### config.mk
export PLATFORM = sky130hd
export DESIGN_NAME = varint_handshake_packet_parser
export DESIGN_NICKNAME = d
export VERILOG_FILES = /design/src/rtl/core/vhp_pkg.sv /design/src/rtl/core/vhp_front.sv /design/src/rtl/core/vhp_queue.sv /design/src/rtl/core/vhp_back.sv /design/src/rtl/core/varint_handshake_packet_parser.sv
export SDC_FILE = /design/constraint.sdc
export NUM_CORES = 1
export LEC_CHECK = 0
export BUFFER_PORTS_ARGS = -buffer_cell sky130_fd_sc_hd__buf_2
export CORE_MARGIN = 2
export CORE_UTILIZATION = 23
export DETAILED_ROUTE_END_ITERATION = 12
export GPL_TIMING_DRIVEN = 0
export HOLD_SLACK_MARGIN = 0.15
export PLACE_DENSITY = 0.39
export SYNTH_ARGS = -nofsm -noshare
export SYNTH_HDL_FRONTEND = slang
export SYNTH_SLANG_ARGS = --single-unit
### constraint.sdc
create_clock -name clk -period 4.45 [get_ports clk]
set_input_delay 0.6675 -clock clk [delete_from_list [all_inputs] [get_ports clk]]
set_output_delay 0.6675 -clock clk [all_outputs]
set_load 0.02 [all_outputs]
### src/rtl/core/vhp_pkg.sv
`timescale 1ns / 1ps

package vhp_pkg;

	localparam int MAX_FRAME   = 2048;
	localparam int FRAME_W     = $clog2(MAX_FRAME + 1);
	localparam int QUEUE_DEPTH = 4;
	localparam int QPTR_W      = $clog2(QUEUE_DEPTH);
	localparam int QCNT_W      = $clog2(QUEUE_DEPTH + 1);

	typedef enum logic [2:0] {
		ST_OK       = 3'd0,
		ST_BADLEN   = 3'd1,
		ST_BADID    = 3'd2,
		ST_BADNEXT  = 3'd3,
		ST_TOOLONG  = 3'd4,
		ST_UNDERRUN = 3'd5
	} status_t;

	// classified byte as it travels from the front end to the parser
	typedef struct packed {
		logic       cont;
		logic [6:0] group;
	} entry_t;

endpackage

### src/rtl/core/vhp_front.sv
`timescale 1ns / 1ps

module vhp_front import vhp_pkg::*; (
	input  logic       clk,
	input  logic       arst_n,
	input  logic       in_valid,
	output logic       in_stall,
	input  logic [7:0] data_byte,
	output logic       push,
	output entry_t     push_entry,
	input  logic       q_full
);

	logic   valid_s1;
	entry_t entry_s1;

	assign push       = valid_s1 && !q_full;
	assign push_entry = entry_s1;
	assign in_stall   = valid_s1 && q_full;

	always_ff @(posedge clk or negedge arst_n) begin
		if (!arst_n) begin
			valid_s1 <= 1'b0;
			entry_s1 <= '0;
		end else if (!in_stall) begin
			valid_s1       <= in_valid;
			entry_s1.cont  <= data_byte[7];
			entry_s1.group <= data_byte[6:0];
		end
	end

endmodule

### src/rtl/core/vhp_queue.sv
`timescale 1ns / 1ps

module vhp_queue import vhp_pkg::*; (
	input  logic   clk,
	input  logic   arst_n,
	input  logic   push,
	input  entry_t push_entry,
	output logic   q_full,
	input  logic   pop,
	output logic   q_valid,
	output entry_t pop_entry
);

	entry_t              mem_q [QUEUE_DEPTH];
	logic [QPTR_W-1:0]   wr_ptr_q;
	logic [QPTR_W-1:0]   rd_ptr_q;
	logic [QCNT_W-1:0]   count_q;
	logic                do_pop;

	assign q_full    = (count_q == QCNT_W'(QUEUE_DEPTH));
	assign q_valid   = (count_q != '0);
	assign pop_entry = mem_q[rd_ptr_q];
	assign do_pop    = pop && q_valid;

	always_ff @(posedge clk) begin
		if (push)
			mem_q[wr_ptr_q] <= push_entry;
	end

	always_ff @(posedge clk or negedge arst_n) begin
		if (!arst_n) begin
			wr_ptr_q <= '0;
			rd_ptr_q <= '0;
			count_q  <= '0;
		end else begin
			if (push)
				wr_ptr_q <= wr_ptr_q + 1'b1;
			if (do_pop)
				rd_ptr_q <= rd_ptr_q + 1'b1;
			case ({push, do_pop})
				2'b10:   count_q <= count_q + 1'b1;
				2'b01:   count_q <= count_q - 1'b1;
				default: count_q <= count_q;
			endcase
		end
	end

endmodule

### src/rtl/core/vhp_back.sv
`timescale 1ns / 1ps

module vhp_back import vhp_pkg::*; (
	input  logic               clk,
	input  logic               arst_n,
	input  logic               q_valid,
	input  entry_t             pop_entry,
	output logic               pop,
	output logic               out_valid,
	input  logic               out_stall,
	output logic [2:0]         status,
	output logic signed [31:0] client_version,
	output logic [1:0]         requested_state
);

	typedef enum logic [2:0] {
		PH_LEN, PH_PID, PH_VER, PH_SLEN, PH_SKIP, PH_PORT, PH_NEXT, PH_TAIL
	} phase_t;

	phase_t               phase_q, phase_n;
	logic [31:0]          acc_q, acc_n;
	logic [2:0]           cnt_q, cnt_n;
	logic [FRAME_W-1:0]   left_q, left_n;
	logic [31:0]          skip_q, skip_n;
	status_t              perr_q, perr_n;
	logic [31:0]          ver_q, ver_n;
	logic [1:0]           ns_q, ns_n;

	logic                 out_valid_q;
	status_t              status_q;
	logic [31:0]          version_q;
	logic [1:0]           req_q;

	logic [31:0]          contrib;
	logic [31:0]          v;
	logic [2:0]           cnt_inc;
	logic                 done;
	logic                 toolong;
	logic                 emit;
	logic                 clr_all;
	status_t              em_status;
	logic [31:0]          em_ver;
	logic [1:0]           em_ns;

	assign pop              = q_valid && (!out_valid_q || !out_stall);
	assign out_valid        = out_valid_q;
	assign status           = status_q;
	assign client_version   = version_q;
	assign requested_state  = req_q;

	always_comb begin
		case (cnt_q)
			3'd0:    contrib = {25'b0, pop_entry.group};
			3'd1:    contrib = {18'b0, pop_entry.group, 7'b0};
			3'd2:    contrib = {11'b0, pop_entry.group, 14'b0};
			3'd3:    contrib = {4'b0, pop_entry.group, 21'b0};
			default: contrib = {pop_entry.group[3:0], 28'b0};
		endcase
		v       = acc_q | contrib;
		cnt_inc = cnt_q + 3'd1;
		done    = !pop_entry.cont;
		toolong = pop_entry.cont && (cnt_inc >= 3'd5);
	end

	always_comb begin
		phase_n   = phase_q;
		acc_n     = acc_q;
		cnt_n     = cnt_q;
		left_n    = left_q;
		skip_n    = skip_q;
		perr_n    = perr_q;
		ver_n     = ver_q;
		ns_n      = ns_q;
		emit      = 1'b0;
		clr_all   = 1'b0;
		em_status = ST_OK;
		em_ver    = '0;
		em_ns     = '0;

		if (phase_q == PH_LEN) begin
			if (toolong) begin
				emit      = 1'b1;
				em_status = ST_TOOLONG;
				clr_all   = 1'b1;
			end else if (done) begin
				if (v == 32'd0 || v > 32'(MAX_FRAME)) begin
					emit      = 1'b1;
					em_status = ST_BADLEN;
					clr_all   = 1'b1;
				end else begin
					left_n  = v[FRAME_W-1:0];
					skip_n  = '0;
					perr_n  = ST_OK;
					ver_n   = '0;
					ns_n    = '0;
					acc_n   = '0;
					cnt_n   = '0;
					phase_n = PH_PID;
				end
			end else begin
				acc_n = v;
				cnt_n = cnt_inc;
			end
		end else begin
			if (left_q != '0)
				left_n = left_q - 1'b1;

			case (phase_q)
				PH_PID, PH_VER, PH_SLEN, PH_NEXT: begin
					if (toolong) begin
						if (perr_q == ST_OK)
							perr_n = ST_TOOLONG;
						phase_n = PH_TAIL;
						acc_n   = '0;
						cnt_n   = '0;
					end else if (!done) begin
						acc_n = v;
						cnt_n = cnt_inc;
					end else begin
						acc_n = '0;
						cnt_n = '0;
						case (phase_q)
							PH_PID: begin
								if (v != 32'd0) begin
									if (perr_q == ST_OK)
										perr_n = ST_BADID;
									phase_n = PH_TAIL;
								end else begin
									phase_n = PH_VER;
								end
							end
							PH_VER: begin
								ver_n   = v;
								phase_n = PH_SLEN;
							end
							PH_SLEN: begin
								if (v == 32'd0) begin
									skip_n  = 32'd2;
									phase_n = PH_PORT;
								end else begin
									skip_n  = v;
									phase_n = PH_SKIP;
								end
							end
							default: begin
								if (v == 32'd1 || v == 32'd2) begin
									ns_n    = v[1:0];
									phase_n = PH_TAIL;
								end else begin
									if (perr_q == ST_OK)
										perr_n = ST_BADNEXT;
									phase_n = PH_TAIL;
								end
							end
						endcase
					end
				end
				PH_SKIP: begin
					if (skip_q == 32'd0 || skip_q == 32'd1) begin
						skip_n  = 32'd2;
						phase_n = PH_PORT;
					end else begin
						skip_n = skip_q - 32'd1;
					end
				end
				PH_PORT: begin
					if (skip_q != 32'd0)
						skip_n = skip_q - 32'd1;
					if (skip_q == 32'd0 || skip_q == 32'd1)
						phase_n = PH_NEXT;
				end
				default: phase_n = PH_TAIL;
			endcase

			if (left_n == '0) begin
				emit    = 1'b1;
				clr_all = 1'b1;
				if (perr_n != ST_OK) begin
					em_status = perr_n;
				end else if (phase_n == PH_TAIL) begin
					em_status = ST_OK;
					em_ver    = ver_n;
					em_ns     = ns_n;
				end else begin
					em_status = ST_UNDERRUN;
				end
			end
		end

		if (clr_all) begin
			phase_n = PH_LEN;
			acc_n   = '0;
			cnt_n   = '0;
			left_n  = '0;
			skip_n  = '0;
			perr_n  = ST_OK;
			ver_n   = '0;
			ns_n    = '0;
		end
	end

	always_ff @(posedge clk or negedge arst_n) begin
		if (!arst_n) begin
			phase_q     <= PH_LEN;
			acc_q       <= '0;
			cnt_q       <= '0;
			left_q      <= '0;
			skip_q      <= '0;
			perr_q      <= ST_OK;
			ver_q       <= '0;
			ns_q        <= '0;
			out_valid_q <= 1'b0;
			status_q    <= ST_OK;
			version_q   <= '0;
			req_q       <= '0;
		end else begin
			if (pop) begin
				phase_q <= phase_n;
				acc_q   <= acc_n;
				cnt_q   <= cnt_n;
				left_q  <= left_n;
				skip_q  <= skip_n;
				perr_q  <= perr_n;
				ver_q   <= ver_n;
				ns_q    <= ns_n;
			end
			if (pop && emit) begin
				out_valid_q <= 1'b1;
				status_q    <= em_status;
				version_q   <= em_ver;
				req_q       <= em_ns;
			end else if (!out_stall) begin
				out_valid_q <= 1'b0;
			end
		end
	end

endmodule

### src/rtl/core/varint_handshake_packet_parser.sv
`timescale 1ns / 1ps

// Handshake frame parser. Takes one byte per transfer, one transfer per clock
// while in_stall is low; the byte that causes a result passes the front
// register, then the queue, then the parser output register. The front
// register classifies each byte, a four-entry queue decouples it from the
// parser, and the parser decodes one byte per cycle while the queue holds
// one and its output is not stalled. One result is given per frame: at once
// for a bad or over-long length prefix, otherwise on the last body byte.
// Status and fields stay until the output transfer completes.

module varint_handshake_packet_parser import vhp_pkg::*; (
	input  logic               clk,
	input  logic               arst_n,
	input  logic               in_valid,
	output logic               in_stall,
	input  logic [7:0]         data_byte,
	output logic               out_valid,
	input  logic               out_stall,
	output logic [2:0]         status,
	output logic signed [31:0] client_version,
	output logic [1:0]         requested_state
);

	logic   push;
	entry_t push_entry;
	logic   q_full;
	logic   pop;
	logic   q_valid;
	entry_t pop_entry;

	vhp_front u_front (
		.clk        (clk),
		.arst_n     (arst_n),
		.in_valid   (in_valid),
		.in_stall   (in_stall),
		.data_byte  (data_byte),
		.push       (push),
		.push_entry (push_entry),
		.q_full     (q_full)
	);

	vhp_queue u_queue (
		.clk        (clk),
		.arst_n     (arst_n),
		.push       (push),
		.push_entry (push_entry),
		.q_full     (q_full),
		.pop        (pop),
		.q_valid    (q_valid),
		.pop_entry  (pop_entry)
	);

	vhp_back u_back (
		.clk              (clk),
		.arst_n           (arst_n),
		.q_valid          (q_valid),
		.pop_entry        (pop_entry),
		.pop              (pop),
		.out_valid        (out_valid),
		.out_stall        (out_stall),
		.status           (status),
		.client_version   (client_version),
		.requested_state  (requested_state)
	);

endmodule

==> results.ini, run 1 <==
[status]
status=completed

[grt]
grt_max_degree=94
antenna_found_initial=0
grt.total_usage_pct=15.0
grt_overflow=0
grt_pass1_vias=8920
grt_first_pass_wirelength_um=55800

[hold_path]
worst_hold_path_type=in2async

[sta]
hold_viol_final=0
setup_violations=0
clock_skew_ns=0.0129
max_freq_mhz=237
slew_viol_final=0
slew_headroom_pct=19.6
tightest_slew_ns=1.21
fin_crit_sh_pct=94.6
whs_ns=0.155
fin_crit_ns=4.21
rsz0062_at_grt=no

[clocking]
cts_tree=done
cts_root_buffer=clkbuf_16
cts_buffers=25
cts.clk_slew.worst_paths_ns=0.06
cts.sinks=205
cts_buffer_depth=3
clk_latency_ns=0.54
cts_setup_buffers=0
htree_num_levels=1

[floorplan]
core_area_mm2=0.0455
die_h_um=219
die-area_mm2=0.0478
die_x_um=219
io_pins=51
rows=78
start_util_pct=23.3

[route]
drt_iter0_markers=763
drt-total-wl_um=35300
viasPerCell=4.94
dr.pass1.iters=5
remaining_drc_errors=0
vias=8973
detail-route-antenna-nets=0
post_drt_wl_per_cell_um=19.4

[layout]
area_growth_pct=18.1
fill_cells=4909
register_area_mm2=0.00529
layout-drive-gt1-share_pct=14.6
final_net_count=1226
multiInputGateArea_mm2=0.00497
diodes=0
mostFrequentLayoutCell=nand2_1
final_cell_mix=nand2_1 (207), dfrtp_1 (173), o21ai_0 (120)

[synthesis]
synth_seq_cells=205
synth_top_flop_cell=dfrtp_1
synth_edf_count=32
ys_types=71
synthTopCellsByArea=dfrtp_1 (41%), edfxtp_1 (9.1%), nand2_1 (7.3%)
synth_top_area_cell=dfrtp_1
syn_area_mm2=0.0106
ys_warn_count=0
syn_inst=1121
synthArstFlopShare_pct=84.4
post_synth.cell_area_avg_um2=9.46
syn-num-nets=1148
synth_top_cell_area_share_pct=40.8
ys_seq_area_share_pct=49.9

[pwr]
design_power_total_w=0.00992
ir_worst_vdd_uv=293
p_leak_nw=5.12
power.density_mw_per_mm2=792

[setup_path]
critPathMaxFanout=10
endpoint_kind=register
required_ns=4.91
r2r_cells=13
start_kind=register
worstSetupPathType=reg2reg
arrival_ns=4.68

[placed_design]
routabilityCongestion=0.849
portBuffers=50
place_hpwl_um=25000

[flow_run]
cap_violations=0

==> worst max-delay path, stage by stage, from the launching register on <==
cell and delay, ns:
dfrtp_1 0.43, ha_1 0.22, ha_1 0.31, and2_1 0.28, a221oi_4 0.50, nand4_1 0.14
a2111oi_0 0.49, and4_1 0.33, buf_4 0.18, nand3_2 0.10, o2111a_1 0.35, or3_4 0.48
buf_6 0.19, o21ai_2 0.14
==> timing repair <==
action | in CTS | in global routing
gates resized for setup | 3 | 13
endpoints found under the hold margin | 0 | 0
endpoints found under the setup margin | 36 | 74
hold buffers | 0 | 0
==> cell usage after synthesis (all sizes together), types with 8 or more instances <==
cell type,n
a21o,12
inv,25
edfxtp,32
mux4,8
nor4,11
o31ai,11
or3,23
nor3,28
nor2,60
o22ai,16
a22o,17
or4,12
xnor2,12
mux2,19
a211oi,8
a21boi,8
a21oi,77
nand3,16
o21ai,154
dfrtp,173
and2,8
ha,14
clkbuf,60
o21bai,8
xor2,8
nand2,207
==> cells by family (layout without fill, tap and decap cells) <==
kind of cell             after synthesis  in the layout  share of synthesized area (%)
AO/OA/AOI/OAI                        358            358                           21.5
XOR/XNOR                              20             20                           1.65
adder cells (fa/ha/maj)               15             15                           1.84
buffers and inverters                 92            188                           3.60
flip-flops                           205            205                           49.9
multiplexers                          31             31                           4.09
AND/OR/NAND/NOR                      400            400                           17.4
==> power by group <==
group          switching, W  total [W]  internal [W]
logic               0.00342    0.00497       0.00156
clock network      0.000835    0.00211       0.00128
registers          0.000391    0.00284       0.00245
total               0.00464    0.00992       0.00528
==> layout make-up <==
type / count / share of cell area (%)
buffer: 67 / 2.36
clock buffer: 37 / 5.99
tap: 600 / 5.99
timing repair buffer: 51 / 2.30
inverter: 25 / 0.749
multi-input combinational: 824 / 39.7
sequential: 205 / 42.2
clock inverter: 8 / 0.739
==> sequential cells by signal (all words and copies together) (netlist names), 3 cells and up <==
register,count
u_back.skip_q,32
u_back.acc_q,32
u_back.perr_q,3
u_queue.count_q,3
u_back.phase_q,3
u_front.push_entry,8
u_queue.mem_q,32
u_back.client_version,32
u_back.left_q,12
u_back.status,3
u_back.ver_q,32
u_back.cnt_q,3
==> final timing paths <==
kind,start,endpoint,slack [ns]
max in group asynchronous,arst_n,u_back.client_version[5],3.36
min,arst_n,u_front.push_entry[7],0.15
max,u_back.cnt_q[0],u_back.client_version[26],0.24
min reg2reg,u_back.client_version[6],u_back.client_version[6],0.47
max reg2reg,u_back.cnt_q[0],u_back.client_version[26],0.24
min in group clk,in_valid,u_front.valid_s1,0.32
==> layer usage <==
metal | GRT usage [%] | part of all wire, % | vias up
met5 | 0 | 0 | -
met4 | 4.12 | 2.5 | 0
met3 | 1.85 | 4.0 | 54
met2 | 24.0 | 46 | 227
met1 | 21.4 | 47 | 4469
li1 | - | - | 4223
==> per-stage QoR <==
step | util [%] | TNS [ns] | setup WS, ns | area [µm²] | std cells
after floorplan | - | 0 | 1.09 | 10600 | 1121
after global placement | 25.5 | -103.07 | -0.574 | 11600 | 1771
after detailed placement | 25.6 | -6.89 | -0.456 | 11600 | 1772
after CTS | 27.5 | 0 | 0.0795 | 12500 | 1817
after global routing | 27.6 | 0 | 0.0200 | 12500 | 1817
final | 27.6 | 0 | 0.239 | 12500 | 1817
Note: power is estimated with default switching activity, not from simulation.
==> run 2: changes to the inputs <==
CORE_UTILIZATION = 30   (was 23)
PLACE_DENSITY = 0.47   (was 0.39)
SLEW_MARGIN = 15   (was unset)
clock period = 4.1 ns   (was 4.45 ns; I/O delays follow)
==> run 2 against run 1 <==
Effect of this change: cell area down 1.1%; clock skew hardly changed; critical path type unchanged; sequential cell count did not move; wire length fell by 8.2%; setup slack got worse by 0.11 ns; critical path depth is 2 lower; via count is essentially flat; highest routed layer unchanged; register-to-register slack lost 0.11 ns; clock-buffer cell count fell by 5; hold slack improved by 0.14 ns; clock power rose by 4%; total power up 7.1%.
==> results.ini, run 2 (synthesis gave the netlist of run 1 again) <==
[placed_design]
routabilityCongestion=0.864  ; +1.7%
place_hpwl_um=23600  ; -5.8%
dpl_cell_area_mm2=0.0115  ; -1.3%
portBuffers=50  ; unchanged
placed_cells_incl_taps=1628  ; -8.1%

[flow_run]
cap_violations=0  ; unchanged

[pwr]
p_int_w=0.00569  ; +7.6%
p_leak_nw=5.14  ; +0.36%
switchingPower_w=0.00494  ; +6.5%
power_frac_comb_pct=50.3  ; +0.2 points
ir_worst_vdd_uv=349  ; +19%
p_sw_share_pct=46.5  ; -0.27 points
power.density_mw_per_mm2=858  ; +8.3%
p_seq_share_pct=29.0  ; +0.4 points
pwr-share-clk_pct=20.6  ; -0.7 points

[layout]
final_net_count=1229  ; +0.24%
diodes=0  ; unchanged
layout-drive-gt1-share_pct=15.1  ; +0.47 points
fill_cells=3568  ; -27%
area_growth_pct=16.8
register_area_mm2=0.00529  ; unchanged
finish.utilization_pct=35.7  ; +8.1 points
design_area_mm2=0.0124  ; -1.1%
final_cell_mix=nand2_1 (207), dfrtp_1 (173), o21ai_0 (120)
mostFrequentLayoutCell=nand2_1
multiInputGateArea_mm2=0.00499  ; +0.35%
fin_cells=1674  ; -7.9%

[clocking]
cts.sinks=205  ; unchanged
htree_num_levels=1  ; unchanged
cts_tree=done
cts_buffer_depth=3  ; unchanged
cts.clk_slew.worst_paths_ns=0.06  ; about the same
cts_buffers=25  ; unchanged
clk_latency_ns=0.52  ; -0.02 ns
cts_root_buffer=clkbuf_16

[grt]
grt_pass1_vias=8819  ; -1.1%
grt_first_pass_wirelength_um=51800  ; -7.1%
antenna_found_initial=0  ; unchanged
grt.total_usage_pct=18.1  ; +3.0 points
grt_overflow=0  ; unchanged
grt_max_degree=91  ; -3.2%

[route]
drt_iter0_markers=695  ; -8.9%
drt-total-wl_um=32400  ; -8.2%
dr.pass1.iters=7  ; +2
remaining_drc_errors=0  ; unchanged
detail-route-antenna-nets=0  ; unchanged
post_drt_wl_per_cell_um=19.4  ; -0.35%
vias=8967  ; -0.067%
viasPerCell=5.36  ; +8.5%

[sta]
clock_skew_ns=0.0126  ; -0.000316 ns
setup_violations=0  ; unchanged
tightest_slew_ns=1.10  ; -0.104 ns
slew_viol_final=0  ; unchanged
hold_viol_final=0  ; unchanged
fin_crit_sh_pct=96.8  ; +2.2 points
max_freq_mhz=252  ; +6.1%
rsz0062_at_grt=no
fin_crit_ns=3.97  ; -0.243 ns
slew_headroom_pct=26.6  ; +6.9 points

[hold_path]
whs_endpoint=u_front.valid_s1
worst_hold_path_type=in2reg
whs_path_depth=2
holdCritStartpoint=in_valid

[setup_path]
cpPeakStageDelay_ns=0.68  ; +0.18 ns
r2r_end=u_back.client_version[28]
r2r_cells=11  ; -2
critPathMaxFanout=10  ; unchanged
crit_path_start=u_queue.rd_ptr_q[0]
worstReg2RegStart=u_queue.rd_ptr_q[0]
cp_top_family=compound AO/OA/AOI/OAI gates
start_kind=register
cp_slowest_cell=mux4_2
path_cells=mux4_2, a21oi_2, nand4_1, a2111oi_1, and4_1, buf_4, nand3_2, o2111a_1, or3_4, buf_6, o21ai_2
endpoint_kind=register
worstSetupPathType=reg2reg
rrSetupSlack_ns=0.13  ; -0.11 ns
arrival_ns=4.41  ; -0.27 ns
cp.buffers_inverters=2  ; unchanged
required_ns=4.54  ; -0.37 ns

[floorplan]
die_x_um=192  ; -12%
core_area_mm2=0.0347  ; -24%
die-area_mm2=0.0369  ; -23%
die_h_um=192  ; -12%
start_util_pct=30.6  ; +7.2 points
rows=68  ; -13%
io_pins=51  ; unchanged

[status]
status=completed

-- run 2: changes by cell type in the layout (fill, tap and decap cells not counted), moves of 2 or more --
cell and delta:
clkbuf_8 -4, clkbuf_1 -4, clkinv_4 +3, buf_4 +2
-- run 2: through the flow --
stage | TNS (ns) | hold slack, ns | setup WS, ns | power, W
CTS | 0 | 0.271 | 0.00536 | 0.0106
floorplan | 0 | 0.319 | 0.743 | 0.00656
finish | 0 | 0.292 | 0.132 | 0.0106
global placement | -145.59 | 0.456 | -0.791 | 0.00836
detailed placement | -13.63 | 0.437 | -0.752 | 0.00838
global route | 0 | 0.290 | 0.00235 | 0.0114
-- run 2: final cells by class --
type / count / share of cell area [%]
clock inverters: 12 / 0.990
plain buffers: 66 / 2.39
inverters: 25 / 0.757
clock buffers: 32 / 5.58
flip-flops and latches: 205 / 42.7
repair buffers: 55 / 2.75
well taps: 455 / 4.59
multi-input cells: 824 / 40.2
-- run 2: power groups by stage --
stage | clock network [W] | registers [W] | logic, W
3_5_place_dp | 0 | 0.00311 | 0.00527
5_1_grt | 0.00234 | 0.00317 | 0.00589
6_report | 0.00219 | 0.00309 | 0.00535
2_1_floorplan | 0 | 0.00301 | 0.00355
3_3_place_gp | 0 | 0.00310 | 0.00525
4_1_cts | 0.00225 | 0.00308 | 0.00530
-- run 2: routing by layer --
metal / routed length (µm) / GRT usage (%)
met2: 15100 / 29.3
met5: 0 / 0
met4: 897 / 5.23
met3: 1400 / 2.25
met1: 15000 / 25.3
-- run 2: timing repair --
action	in CTS	in global routing
hold buffers	1	0
pin swaps	0	2
gates resized for setup	7	16
setup buffers	0	2
setup endpoints to repair	57	126
endpoints found under the hold margin	12	0
-- run 2: how the worst max path moves through the flow --
stage,cells after the start,end,slack (ns)
6_report,11,u_back.client_version[28],0.13
5_1_grt,11,u_back.client_version[30],0.002
4_1_cts,12,u_back.acc_q[8],0.005
3_5_place_dp,14,u_back.client_version[29],-0.75
3_3_place_gp,1,u_back.client_version[12],-0.79
2_1_floorplan,13,u_back.client_version[10],0.74
